<file path="config.mk">
export PLATFORM = sky130hd
export DESIGN_NAME = smes_ctrl
export DESIGN_NICKNAME = d
export VERILOG_FILES = /design/src/smes_pkg.sv /design/src/smes_ctrl.sv
export SDC_FILE = /design/constraint.sdc
export NUM_CORES = 1
export LEC_CHECK = 0
export ABC_AREA = 0
export BUFFER_PORTS_ARGS = -buffer_cell sky130_fd_sc_hd__buf_2
export CAP_MARGIN = 20
export CORE_AREA = 2 2 39 41
export CTS_CLUSTER_DIAMETER = 40
export CTS_CLUSTER_SIZE = 30
export DETAILED_ROUTE_END_ITERATION = 8
export DIE_AREA = 0 0 41 43
export PLACE_DENSITY = 0.79
export SLEW_MARGIN = 20
export SYNTH_ARGS = -nofsm -noshare
export SYNTH_HDL_FRONTEND = slang
export SYNTH_SLANG_ARGS = --single-unit
</file>
<file path="constraint.sdc">
create_clock -name aclk -period 3 [get_ports aclk]
set_clock_uncertainty 0.15 [all_clocks]
set_input_delay 0 -clock aclk [delete_from_list [all_inputs] [get_ports aclk]]
set_output_delay 0 -clock aclk [all_outputs]
set_load 0.1 [all_outputs]
</file>
<file path="src/smes_pkg.sv">
// ----------------------------------------------------------------------------
// smes_pkg
// Shared widths, codes and controller/datapath interface types for the
// sparse matrix entry store.
// ----------------------------------------------------------------------------
package smes_pkg;

    localparam int MAX_DIM_DEF = 16;

    localparam int KIND_W  = 2;
    localparam int INDEX_W = 5;
    localparam int VALUE_W = 32;
    localparam int COUNT_W = 9;
    localparam int DIM_W   = 5;

    localparam int PADDR_W = 3;
    localparam int PDATA_W = 32;

    localparam logic [KIND_W-1:0] KIND_WRITE = 2'd0;
    localparam logic [KIND_W-1:0] KIND_READ  = 2'd1;
    localparam logic [KIND_W-1:0] KIND_CLEAR = 2'd2;

    localparam logic [PADDR_W-3:0] REG_MATRIX_DIM = 1'b0;
    localparam logic [DIM_W-1:0]   DIM_RESET      = 5'd16;

    typedef enum logic [1:0] {
        WR_NONE  = 2'd0,
        WR_ITEM  = 2'd1,
        WR_CARRY = 2'd2,
        WR_BACK  = 2'd3
    } wr_sel_t;

    typedef struct packed {
        logic    load_item;
        logic    start;
        logic    clear_all;
        logic    advance;
        wr_sel_t wr_sel;
        logic    load_carry;
        logic    set_found;
        logic    load_rdval;
        logic    len_inc;
        logic    len_dec;
        logic    emit;
    } cmd_t;

    typedef struct packed {
        logic is_write;
        logic is_read;
        logic is_clear;
        logic range_err;
        logic val_zero;
        logic at_end;
        logic col_eq;
        logic col_gt;
        logic row_full;
        logic out_free;
    } status_t;

endpackage

</file>
<file path="src/smes_ctrl.sv">
// ----------------------------------------------------------------------------
// smes_ctrl
// Sequencer for one item: decode, row scan, in-place insert or delete shift,
// result handoff.
// ----------------------------------------------------------------------------
module smes_ctrl (
    input  logic              aclk,
    input  logic              aresetn,
    input  logic              s_valid,
    output logic              s_ready,
    input  smes_pkg::status_t status,
    output smes_pkg::cmd_t    cmd
);
    import smes_pkg::*;

    typedef enum logic [5:0] {
        ST_IDLE   = 6'b000001,
        ST_DECODE = 6'b000010,
        ST_FIND   = 6'b000100,
        ST_INS    = 6'b001000,
        ST_DEL    = 6'b010000,
        ST_DONE   = 6'b100000
    } state_t;

    state_t state_reg;
    state_t state_next;

    always_ff @(posedge aclk) begin
        if (!aresetn) begin
            state_reg <= ST_IDLE;
        end else begin
            state_reg <= state_next;
        end
    end

    always_comb begin
        cmd        = '0;
        cmd.wr_sel = WR_NONE;
        state_next = state_reg;
        s_ready    = 1'b0;
        unique case (state_reg)
            ST_IDLE: begin
                s_ready = 1'b1;
                if (s_valid) begin
                    cmd.load_item = 1'b1;
                    state_next    = ST_DECODE;
                end
            end
            ST_DECODE: begin
                cmd.start = 1'b1;
                if (status.is_clear) begin
                    cmd.clear_all = 1'b1;
                    state_next    = ST_DONE;
                end else if ((status.is_read || status.is_write) && !status.range_err) begin
                    state_next = ST_FIND;
                end else begin
                    state_next = ST_DONE;
                end
            end
            ST_FIND: begin
                if (status.at_end || status.col_gt) begin
                    if (status.is_read || status.val_zero || status.row_full) begin
                        state_next = ST_DONE;
                    end else begin
                        cmd.wr_sel = WR_ITEM;
                        if (status.at_end) begin
                            cmd.len_inc = 1'b1;
                            state_next  = ST_DONE;
                        end else begin
                            cmd.load_carry = 1'b1;
                            cmd.advance    = 1'b1;
                            state_next     = ST_INS;
                        end
                    end
                end else if (status.col_eq) begin
                    cmd.set_found = 1'b1;
                    if (status.is_read) begin
                        cmd.load_rdval = 1'b1;
                        state_next     = ST_DONE;
                    end else if (!status.val_zero) begin
                        cmd.wr_sel = WR_ITEM;
                        state_next = ST_DONE;
                    end else begin
                        cmd.len_dec = 1'b1;
                        cmd.advance = 1'b1;
                        state_next  = ST_DEL;
                    end
                end else begin
                    cmd.advance = 1'b1;
                end
            end
            ST_INS: begin
                cmd.wr_sel = WR_CARRY;
                if (status.at_end) begin
                    cmd.len_inc = 1'b1;
                    state_next  = ST_DONE;
                end else begin
                    cmd.load_carry = 1'b1;
                    cmd.advance    = 1'b1;
                end
            end
            ST_DEL: begin
                if (status.at_end) begin
                    state_next = ST_DONE;
                end else begin
                    cmd.wr_sel  = WR_BACK;
                    cmd.advance = 1'b1;
                end
            end
            ST_DONE: begin
                if (status.out_free) begin
                    cmd.emit   = 1'b1;
                    state_next = ST_IDLE;
                end
            end
            default: begin
                state_next = ST_IDLE;
            end
        endcase
    end

endmodule

</file>
After elaboration in Yosys (flattened, before gate mapping)
Cells that the tools add are included.
- bits in registers: 6
- bits in latches: 0
- memory bits (writable): 0
- ROM bits: 0
- bits of input ports: 13
- output and inout bits: 13
- logic and storage cells: 62
- memories kept: 0
- add/subtract/negate cells: 0
- multiply operators: 0
- div/mod/pow operators: 0
- magnitude comparators: 0
- equal/unequal tests: 10
- shifts and indexed selects: 0
- mux-type cells: 43
- bitwise logic cells: 0
- reduce and logical (&&, ||, !) cells: 8
- operators by type and width (kind ; count):
    $mux 6 ; 11
    $pmux 6 s5 ; 1
    $mux 1 ; 19
    $mux 2 ; 5
    $mux 3 ; 3
    $pmux 3 s3 ; 1
    $eq 6x1->1 const B ; 1
    $eq 6x2->1 const B ; 1
    $eq 6x3->1 const B ; 1
    $eq 6x4->1 const B ; 1
    $eq 6x5->1 const B ; 1
    $eq 6x6->1 const B ; 1
    $logic_or 1x1->1 ; 4
    $mux 4 ; 1
    $ne 2x2->1 const B ; 2
    $pmux 1 s2 ; 2
    $reduce_and 4->1 ; 1
    $ne 3x3->1 const B ; 1
    $ne 2x1->1 const B ; 1
    $reduce_or 2->1 ; 1
    $logic_and 1x1->1 ; 1
    $logic_not 1->1 ; 1

Logic depth before layout (Yosys ltp)
Gate-level depths: netlist of the first run.
- depth after elaboration: 5
- depth in mapped cells: 5

Least setup slack after synthesis of the first run
No wires, ideal clock.
- kind: register to output
- start point: register state_reg[0]
- end point: output cmd[0] (netlist name)
- data arrival time: 3.626 ns
- required time: 2.850 ns
- setup slack: -0.776 ns
- stages on the path, launching flop included: 3
- cell sequence: dfxtp_1 -> or3_1 -> nor4_1
- RTL lines (item ; RTL line ; source):
    from (decl) ; smes_ctrl.sv:25 ; state_t state_reg;
    from (signal assigned) ; smes_ctrl.sv:32 ; state_reg <= state_next;
    to (decl) ; smes_ctrl.sv:12 ; output smes_pkg::cmd_t cmd

==> results of run 1 <==
-- layout make-up --
class	count	area (um^2)	share of cell area
multi-input combinational	60	417.9	0.5431
clock buffer	3	22.52	0.02927
timing repair buffer	31	185.2	0.2407
sequential	6	120.1	0.1561
tap	16	20.02	0.02602
inverter	1	3.754	0.004878
-- worst max path at each step --
| stage | startpoint | slack [ps] | cells after the start | endpoint |
|---|---|---|---|---|
| floorplan | state_reg[0] | 70 | 4 | state_reg[3] |
| global placement | state_reg[0] | 990 | 4 | cmd[8] |
| detailed placement | state_reg[0] | 950 | 4 | cmd[8] |
| CTS | state_reg[0] | 670 | 4 | cmd[8] |
| global route | state_reg[2] | 590 | 5 | cmd[6] |
| finish | state_reg[0] | 670 | 4 | cmd[8] |
-- per-layer routing --
metal / routed length [um] / vias to the layer above / part of all wire
met4: 29 / 0 / 0.020
met2: 703 / 17 / 0.48
met1: 661 / 308 / 0.45
met5: 0 / - / 0
li1: - / 330 / -
met3: 64 / 4 / 0.044
-- power groups by stage --
| stage | clock, mW | sequential, mW | combinational, mW |
|---|---|---|---|
| CTS | 0.0776 | 0.0880 | 0.0916 |
| global route | 0.0824 | 0.0883 | 0.0977 |
| global placement | 0 | 0.0890 | 0.0842 |
| finish | 0.0777 | 0.0883 | 0.0917 |
| floorplan | 0 | 0.0886 | 0.0654 |
| detailed placement | 0 | 0.0894 | 0.0851 |
-- cell usage in the layout, fill, tap and decap left out, drive strengths merged, types with 3 or more instances in the layout --
cell type    count
o31ai            3
nand3            3
dlygate4sd3      6
a21oi            3
dfxtp            6
buf             25
o21ai            3
clkbuf           3
nor3             4
and2             4
nand2            3
and3             4
nor2             7
-- per-stage QoR --
| step | std cells | setup WS [ps] | util | power [mW] | hold slack, ps |
|---|---|---|---|---|---|
| after global placement | 108 | 987.4 | 0.4964 | 0.1732 | 105.1 |
| after CTS | 117 | 673.5 | 0.5561 | 0.2572 | 82.54 |
| after global routing | 117 | 586.4 | 0.5561 | 0.2684 | 103.6 |
| final | 117 | 671.1 | 0.5561 | 0.2577 | 77.02 |
| after detailed placement | 108 | 948.1 | 0.4964 | 0.1745 | 116.9 |
| after floorplan | 70 | 67.21 | - | 0.1540 | -28.29 |
-- critical path: cells and delay by family (launching register included) --
family,cells,cell delay (ps)
AND/OR/NAND/NOR,2,1020
buffers and inverters,1,460
AO/OA/AOI/OAI,1,90
flip-flops,1,360
-- cell families (layout without fill, tap and decap cells) --
group / after synthesis / count (layout)
AND/OR/NAND/NOR: 40 / 40
XOR/XNOR: 1 / 1
buffers and inverters: 4 / 35
multiplexers: 1 / 1
flip-flops: 6 / 6
AO/OA/AOI/OAI: 18 / 18
-- timing repair --
item / in CTS / in global routing
hold buffers: 6 / 0
setup endpoints to repair: 0 / 0
endpoints found under the hold margin: 4 / 0
==> results.md, run 1 <==
- Outcome: completed
- Synth area leader: dfxtp_1
- Final-stage net count: 116
- GPL Wtd Cong: 0.8512
- Post-route DRC: 0
- Most frequent cells after synthesis: nor2_1 (7), dfxtp_1 (6), and2_1 (4), and3_1 (4), nor3_1 (4)
- Post-synthesis cell area: 543.0 um^2
- Leak: 0.3460 nW
- Power per cell area: roughly 330 nW/um^2
- Ys flop type: dfxtp_1
- Clock Tree Buf Depth: 2
- Placed Area: 686.9 um^2
- Clock network fraction of total power: 0.301
- Crit Path Category: register to output port
- CP endpoint kind: output port
- Worst Path Arrival: 2180 ps
- CTS buffer count: 3
- CTS tree: built
- Synth Net Count: 83
- Worst min path class: input port to register
- Complex-gate fraction of the synthesized area: 0.2373
- H-tree Lvls: 1
- IO Port Bufs: 25
- DRT antenna net count: 0
- Fill count: 126
- MaxCap Viol Count: 0
- Worst r2r dst: state_reg[1]
- Period utilisation layout: 0.7763
- TritonCTS Sinks: 6
- DRT iter0 DRCs: 14
- CP Max Fanout: 5
- Hold path cells: 3
- Adder-Cell Fraction of Synth Area: 0
- Max-slew violations: 0
- Root buf cell: clkbuf_4
- Total global-route track usage: 0.1976
- Combinational family with the most area after synthesis: simple AND/OR/NAND/NOR gates
- Final design area excluding fillers: 769.5 um^2
- Postcts setup bufs: 0
- Proportion of synthesized area in mux cells: 0.01843
- Post-synth EDFFs: 0
- Maximum clock rate: 429.4 MHz
- Share of cells above drive strength 1: 0.3663
- Pin count of the biggest net entering global routing: 11
- Flop pwr share: 0.343
- Max transition margin: 0.5647
- Total grt overflow: 0
- Grt peak-use layer: met2
- Starting Density: 0.3924
- Routing usage on met2: 0.2844
- DIE WIDTH: 41 um
- Startpoint types: register
- Die ar.: 1763 um^2
- Peak supply drop: approximately 0.26 mV
- WL final: 1.459 mm
- Worst-margin pin slew: 643.8 ps
- Internal Power: 159.5 uW
- Max reg flops: 6
- First-pass GRT wire length: 2.380 mm
- Post-synthesis xor/xnor area fraction: 0.01613
- Final HPWL DP: 1.103 mm
- Ys async rst share: 0
- Sequential area share after synthesis: 0.2212
- # diodes: 0
- Core area: 1384 um^2
- Top cells by area, synth: dfxtp_1 (22%), nor2_1 (4.8%), and2_1 (4.6%), and3_1 (4.6%), o31ai_1 (4.1%)
- Number of global-route vias before repair: around 570
- Sw power: 98.23 uW
- CP max stage delay: between 500 and 600 ps
- Worst reg2reg startpoint: state_reg[3]
- Drt wl/cell: between 10 and 15 um
- RSZ-0062 raised after global routing: false
- CP Data Required Time: 2850 ps
- Net Sw Frac: 0.3812
- Hold wc startpoint: status[4]
- Worst r2r path cells: 4
- #FFs+latches synth: 6
- Die height: 43 um
- Vias/cell: 5.632
- Ports: 26
- Min-Delay Endpoint: state_reg[3]
- Post-cts resize count: 0
- Count leader, synth: nor2_1
- YS warnings: 0
- Combinational share of power: 0.356
- Distinct cells, synth: 37
- Via count: 659
- Post-Synth Simple-Gate Area: 0.4654
- Initial antenna violation count: 0
- Final TNS setup: 0 ps
- Final setup violation count: 0
- Met3 usage: 0.04712
- Clock Latency Late Sink: 250 ps
- Period minus WS final: 2329 ps
- DRT Pass-1 Iters: 4
- Area delta synth->final: 41.71%
- Rows: 14
- Avg Synthesized Cell Area: between 7 and 8 um^2
- M1 GR Usage: 0.2628
- Slowest cell on crit path: or4_1
- R2R setup slack: 820 ps
- Cells after synthesis: 70
- CTS clk-pin slew, worst paths: 50 ps
- Hold Fails Final Rpt: 0
- Share of the synthesized area in the top cell type: 0.2212
- Worst path cell trace: or3_1, or4_1, o31ai_2, buf_2
Power figures use the tool's default switching activity.
==> inputs of run 2 (changes only) <==
--- a/config.mk
+++ b/config.mk
@@ -8,11 +8,11 @@
 export ABC_AREA = 0
 export BUFFER_PORTS_ARGS = -buffer_cell sky130_fd_sc_hd__buf_2
 export CAP_MARGIN = 20
-export CORE_AREA = 2 2 39 41
+export CORE_MARGIN = 2
+export CORE_UTILIZATION = 39
 export CTS_CLUSTER_DIAMETER = 40
 export CTS_CLUSTER_SIZE = 30
 export DETAILED_ROUTE_END_ITERATION = 8
-export DIE_AREA = 0 0 41 43
 export PLACE_DENSITY = 0.79
 export SLEW_MARGIN = 20
 export SYNTH_ARGS = -nofsm -noshare
==> constraint.sdc (replaced) <==
create_clock -name aclk -period 1.9 [get_ports aclk]
set_clock_uncertainty 0.15 [all_clocks]
set_input_delay 0 -clock aclk [delete_from_list [all_inputs] [get_ports aclk]]
set_output_delay 0 -clock aclk [all_outputs]
set_load 0.1 [all_outputs]
==> run 2 against run 1 <==
The flow now finishes with violations (setup timing); die area fell by 3.2%; core utilization rose by 39 points; register-to-register slack got worse by 880 ps; total power rose by 100%; highest routed layer unchanged.
==> results.md, run 2 (synthesized netlist as in run 1, its figures left out) <==
- Total grt overflow: 0 (unchanged)
- Peak supply drop: 0.6021 mV (was 0.2572 mV)
- Initial antenna violation count: 0 (unchanged)
- Maximum clock rate: 505.5 MHz
- CP Data Required Time: 1750 ps (was 2850 ps)
- Max transition margin: 0.7252 (was 0.5647)
- Worst setup endpoint: cmd[9] (was cmd[8])
- Ports: 26 (unchanged)
- Worst path cell trace: or4_4, nor3b_4, and2_4, buf_12 (was or3_1, or4_1, o31ai_2, buf_2)
- Slowest cell on crit path: or4_4 (was or4_1)
- CP Max Fanout: 4 (was 5)
- Post-route DRC: 0 (unchanged)
- Startpoint types: register (unchanged)
- GPL Wtd Cong: 0.8663 (was 0.8512)
- Final setup violation count: 9 (was 0)
- Violations in the final reports: setup timing
- Leak: 0.4778 nW (was 0.3460 nW)
- DRT Pass-1 Iters: 4 (unchanged)
- Area delta synth->final: 126.0% (was 41.71%)
- Crit Path Category: register to output port (unchanged)
- Rows: 13 (was 14)
- Final HPWL DP: 1.499 mm (was 1.103 mm)
- Die height: 41.32 um (was 43 um)
- Hold_ws: 153.0 ps (was 77.02 ps)
- Most frequent cells in the layout: buf_12 (13), buf_4 (13), buf_2 (12) (was buf_2 (25), nor2_1 (7), dlygate4sd3_1 (6), dfxtp_1 (6))
- R2R setup slack: -60 ps (was 820 ps)
- Placed Instances: 114 (was 108)
- CP max stage delay: 570 ps (about the same)
- Worst Path Arrival: 1830 ps (was 2180 ps)
- Starting Density: 0.4173 (was 0.3924)
- Outcome: complete, but fails checks (was completed)
- Worst reg2reg startpoint: state_reg[3] (unchanged)
- Share of cells above drive strength 1: 0.6783 (was 0.3663)
- Pin count of the biggest net entering global routing: 11 (unchanged)
- Worst-margin pin slew: 408.6 ps (was 643.8 ps)
- Worst r2r path cells: 5 (was 4)
- Period minus WS final: roughly 2000 ps
- Cell family with most CP delay: simple AND/OR/NAND/NOR gates (unchanged)
- Hold Fails Final Rpt: 0 (unchanged)
- IO Port Bufs: 25 (unchanged)
- H-tree Lvls: 1 (unchanged)
- WL final: 3.335 mm (was 1.459 mm)
- Total power: 522.2 uW (was 257.7 uW)
- Core area: 1301 um^2 (was 1384 um^2)
- Number of global-route vias before repair: 773 (was 565)
- Worst r2r dst: state_reg[5] (was state_reg[1])
- CP bufs+invs: 1 (unchanged)
- CP endpoint kind: output port (unchanged)
- Max-slew violations: 0 (unchanged)
- DRT iter0 DRCs: 48 (was 14)
- Total global-route track usage: 0.3969 (was 0.1976)
- Final-stage net count: 130 (was 116)
- Worst min path class: input port to register (unchanged)
- Period utilisation layout: 1.041
- Clock Tree Buf Depth: 2 (unchanged)
- Final WS setup: -78.43 ps (was 671.1 ps)
- Final TNS setup: -383.2 ps (was 0 ps)
- Fill count: 38 (was 126)
- MaxCap Viol Count: 0 (unchanged)
- Max reg flops: 6 (unchanged)
- TritonCTS Sinks: 6 (unchanged)
- Vias/cell: 6.738 (was 5.632)
- Root buf cell: clkbuf_4 (unchanged)
- Drt wl/cell: 25.65 um (was 12.47 um)
- DIE WIDTH: 41.32 um (was 41 um)
- Fin cells: 130 (was 117)
- Clock Latency Late Sink: 260 ps (was 250 ps)
- Via count: 876 (was 659)
- # diodes: 0 (unchanged)
- Critical Path Start: state_reg[3] (was state_reg[0])
- DRT antenna net count: 0 (unchanged)
- CTS tree: built (unchanged)
- RSZ-0062 raised after global routing: true (was false)
- CP Depth: 4 (unchanged)
- Die ar.: 1707 um^2 (was 1763 um^2)
- Power per cell area: 425.4 nW/um^2 (was 334.9 nW/um^2)
- First-pass GRT wire length: 4.050 mm (was 2.380 mm)
- CTS buffer count: 3 (unchanged)
- CTS clk-pin slew, worst paths: 50 ps (about the same)
## run 2: worst register-to-register path, stage by stage (launching register included)
cell and delay (ps):
dfxtp_2 330, or4_4 580, nor3b_4 280, buf_4 170, nand2b_1 90, a311oi_2 260
## run 2: report_power, final
group	leakage [nW]	switching (mW)	internal, mW
sequential	0.0513	0.00951	0.132
combinational	0.413	0.143	0.110
clock	0.0138	0.0557	0.0721
## run 2: area by class of cell
type	instances	area, um^2	area share
tap	15	18.77	0.01529
inverter	1	3.754	0.003058
multi-input combinational	60	561.8	0.4577
timing repair buffer	45	490.5	0.3996
clock buffer	3	22.52	0.01835
sequential	6	130.1	0.1060
## run 2: repair_timing
action	in CTS	in global routing
hold endpoints to repair	4	0
pin swaps	5	5
setup buffers	4	4
hold buffers	5	0
setup endpoints to repair	8	12
gates resized for setup	8	16
gates cloned	0	0
## run 2: worst min path at each step
stage / slack (ps) / depth (start not counted) / end / start
after floorplan: -30 / 1 / state_reg[3] / aresetn
after global placement: 110 / 2 / state_reg[3] / aresetn
after detailed placement: 120 / 2 / state_reg[3] / aresetn
after CTS: 140 / 3 / state_reg[3] / status[4]
after global routing: 160 / 4 / state_reg[3] / status[2]
final: 150 / 5 / state_reg[3] / status[1]
## run 2: metrics by stage
stage	setup WS, ps	util	instance area, um^2
final	-78.43	0.9433	1227
after global routing	-123.3	0.9433	1227
after CTS	-22.48	0.8721	1135
after detailed placement	97.90	0.7769	1011
after global placement	128.1	0.7769	1011
after floorplan	-652.4	-	638.1
## run 2: per-layer routing
metal | share of wire | up-vias | GRT usage
met4 | 0.065 | 0 | 0.2823
li1 | - | 357 | -
met1 | 0.38 | 411 | 0.4581
met5 | 0 | - | 0
met2 | 0.48 | 85 | 0.6172
met3 | 0.079 | 23 | 0.1223
==> inputs of run 3 (changes only) <==
--- a/config.mk
+++ b/config.mk
@@ -5,15 +5,15 @@
 export SDC_FILE = /design/constraint.sdc
 export NUM_CORES = 1
 export LEC_CHECK = 0
-export ABC_AREA = 0
+export ABC_AREA = 1
 export BUFFER_PORTS_ARGS = -buffer_cell sky130_fd_sc_hd__buf_2
 export CAP_MARGIN = 20
 export CORE_MARGIN = 2
-export CORE_UTILIZATION = 39
+export CORE_UTILIZATION = 41
 export CTS_CLUSTER_DIAMETER = 40
 export CTS_CLUSTER_SIZE = 30
 export DETAILED_ROUTE_END_ITERATION = 8
-export PLACE_DENSITY = 0.79
+export PLACE_DENSITY = 0.8
 export SLEW_MARGIN = 20
 export SYNTH_ARGS = -nofsm -noshare
 export SYNTH_HDL_FRONTEND = slang
==> run 3 against run 2 <==
The flow now finishes without violations; total power increased by 140%; via count decreased by 18%; area after synthesis increased by 11%; non-clock buffer count decreased by 18; largest power group unchanged.
==> results.md, run 3 <==
- Core area: 1334 um^2 (was 1301 um^2)
- Total global-route track usage: 0.1715 (was 0.3969)
- Clock Latency Late Sink: 240 ps (was 260 ps)
- Max transition margin: 0.6784 (was 0.7252)
- Period utilisation layout: 0.9460 (was 1.041)
- DIE WIDTH: 42.35 um (was 41.32 um)
- Area delta synth->final: 47.10% (was 126.0%)
- Final design area excluding fillers: 887.1 um^2 (was 1227 um^2)
- Post-layout util: 0.6651 (was 0.9433)
- Cell family with most CP delay: buffers and inverters (was simple AND/OR/NAND/NOR gates)
- Max reg flops: 6 (unchanged)
- Die height: 42.35 um (was 41.32 um)
- IO Port Bufs: 25 (unchanged)
- Final setup violation count: 0 (was 9)
- Die ar.: 1794 um^2 (was 1707 um^2)
- GPL Wtd Cong: 0.8207 (was 0.8663)
- DRT iter0 DRCs: 8 (was 48)
- CP bufs+invs: 2 (was 1)
- Worst-margin pin slew: 485.7 ps (was 408.6 ps)
- Total grt overflow: 0 (unchanged)
- Placed Area: 834.6 um^2 (was 1011 um^2)
- Vias/cell: 4.812 (was 6.738)
- CTS clk-pin slew, worst paths: 50 ps (about the same)
- Crit Path Category: register to output port (unchanged)
- Worst path cell trace: nor2_4, nand2_4, nor2_8, inv_2, nor3_4, buf_2 (was or4_4, nor3b_4, and2_4, buf_12)
- Max-slew violations: 0 (unchanged)
- Postcts setup bufs: 0 (was 4)
- DRT antenna net count: 0 (unchanged)
- Share of the synthesized area in the top cell type: 0.1992 (was 0.2212)
- Post-synthesis cell area: 603.1 um^2 (was 543.0 um^2)
- Power per cell area: 1394 nW/um^2 (was 425.4 nW/um^2)
- Ys async rst share: 0 (unchanged)
- Worst min path class: input port to register (unchanged)
- CTS tree: built (unchanged)
- CP max stage delay: 440 ps (was 570 ps)
- Total power: 1.237 mW (was 522.2 uW)
- Sequential area share after synthesis: 0.1992 (was 0.2212)
- Most frequent cells after synthesis: nor2_1 (26), inv_1 (19), nand2_1 (14) (was nor2_1 (7), dfxtp_1 (6), and2_1 (4), and3_1 (4), nor3_1 (4))
- #FFs+latches synth: 6 (unchanged)
- First-pass GRT wire length: 2.352 mm (was 4.050 mm)
- R2R setup slack: 410 ps (was -60 ps)
- WL final: 1.456 mm (was 3.335 mm)
- Root buf cell: clkbuf_4 (unchanged)
- Commonest non-fill, non-tap cell in the layout: nor2_1
- DRT Pass-1 Iters: 4 (unchanged)
- Slowest cell on crit path: buf_2 (was or4_4)
- Hold Fails Final Rpt: 0 (unchanged)
- Initial antenna violation count: 0 (unchanged)
- TritonCTS Sinks: 6 (unchanged)
- Post-route DRC: 0 (unchanged)
- Via count: 717 (was 876)
- Final HPWL DP: 1.255 mm (was 1.499 mm)
- Synth area leader: dfxtp_1 (unchanged)
- Most frequent cells in the layout: nor2_1 (22), buf_2 (20), inv_1 (19) (was buf_12 (13), buf_4 (13), buf_2 (12))
- CP endpoint kind: output port (unchanged)
- Leak: 0.5033 nW (was 0.4778 nW)
- Avg Synthesized Cell Area: 5.799 um^2 (was 7.757 um^2)
- CP Max Fanout: 7 (was 4)
- Ys flop type: dfxtp_1 (unchanged)
- Maximum clock rate: 556.3 MHz (was 505.5 MHz)
- Cells after synthesis: 104 (was 70)
- H-tree Lvls: 1 (unchanged)
- Ports: 26 (unchanged)
- Final-stage net count: 149 (was 130)
- Top cells by area, synth: dfxtp_1 (20%), nor2_1 (16%), inv_1 (12%), nand2_1 (8.7%), nand3_1 (8.3%) (was dfxtp_1 (22%), nor2_1 (4.8%), and2_1 (4.6%), and3_1 (4.6%), o31ai_1 (4.1%))
- Drt wl/cell: 9.772 um (was 25.65 um)
- Distinct cells, synth: 19 (was 37)
- Rows: 13 (unchanged)
- Outcome: completed (was complete, but fails checks)
- Number of global-route vias before repair: 590 (was 773)
- Starting Density: 0.4522 (was 0.4173)
- Worst Path Arrival: 1650 ps (was 1830 ps)
- Pin count of the biggest net entering global routing: 8 (was 11)
- # diodes: 0 (unchanged)
- Count leader, synth: nor2_1 (unchanged)
- YS warnings: 0 (unchanged)
- Startpoint types: register (unchanged)
- MaxCap Viol Count: 0 (unchanged)
- CP Data Required Time: 1750 ps (about the same)
- Post-synth EDFFs: 0 (unchanged)
- Clock Tree Buf Depth: 2 (unchanged)
- Peak supply drop: 0.7289 mV (was 0.6021 mV)
- CTS buffer count: 3 (unchanged)
- Period minus WS final: 1797 ps (was 1978 ps)
- Share of cells above drive strength 1: 0.3955 (was 0.6783)
- Synth Net Count: 117 (was 83)
run 3: stage by stage:
stage / setup WS [ps] / TNS [ps] / hold slack (ps) / std cells
2_1_floorplan: -478.9 / -1370 / -65.80 / 104
3_3_place_gp: 349.2 / 0 / 95.79 / 144
3_5_place_dp: 327.6 / 0 / 99.55 / 144
4_1_cts: 58.73 / 0 / 8.025 / 149
5_1_grt: -0.9001 / -0.9001 / 66.39 / 149
6_report: 102.5 / 0 / 17.72 / 149
run 3: layout make-up:
cell class	instances	area, um^2
Timing Repair Buffer	27	182.7
Sequential cell	6	120.1
Inverter	22	82.58
Clock buffer	3	22.52
Tap cell	15	18.77
Fill cell	127	446.7
Multi-Input combinational cell	76	460.4
run 3: worst min-delay path, delay by kind of cell:
| family | cells | cell delay [ps] |
|---|---|---|
| AND/OR/NAND/NOR | 2 | 170 |
| AO/OA/AOI/OAI | 1 | 90 |
| buffers and inverters | 1 | 100 |
run 3: path summary, 6_finish.rpt:
check	from	end	cells after the start
setup / recovery	state_reg[1]	cmd[4]	6
hold / removal	status[4]	state_reg[3]	4
setup reg to reg	state_reg[1]	state_reg[5]	7
hold reg to reg	state_reg[5]	state_reg[5]	2
run 3: cells by family after synthesis:
family / count (synthesis) / synth area share
compound gates: 7 / 0.07052
flops: 6 / 0.1992
simple gates: 69 / 0.5934
buf+inv: 22 / 0.1369
run 3: timing repair:
item / 4_1_cts / 5_1_grt
endpoints found under the setup margin: 0 / 5
endpoints found under the hold margin: 6 / 0
resized for setup: 0 / 4
hold buffers: 2 / 0
run 3: where the power goes:
| part | switching [mW] | internal, mW | total (mW) |
|---|---|---|---|
| sequential | 0.0688 | 0.170 | 0.239 |
| combinational | 0.661 | 0.219 | 0.880 |
| clock | 0.0466 | 0.0715 | 0.118 |
run 3: per-layer routing:
metal  GRT usage  part of all wire  wire length (um)  vias to the layer above
met5           0                 0                 0                        -
met4     0.05625                 0                 0                        0
met3     0.05603             0.028                41                        0
met2      0.2769              0.51               745                       12
met1      0.2135              0.46               670                      318
li1            -                 -                 -                      387
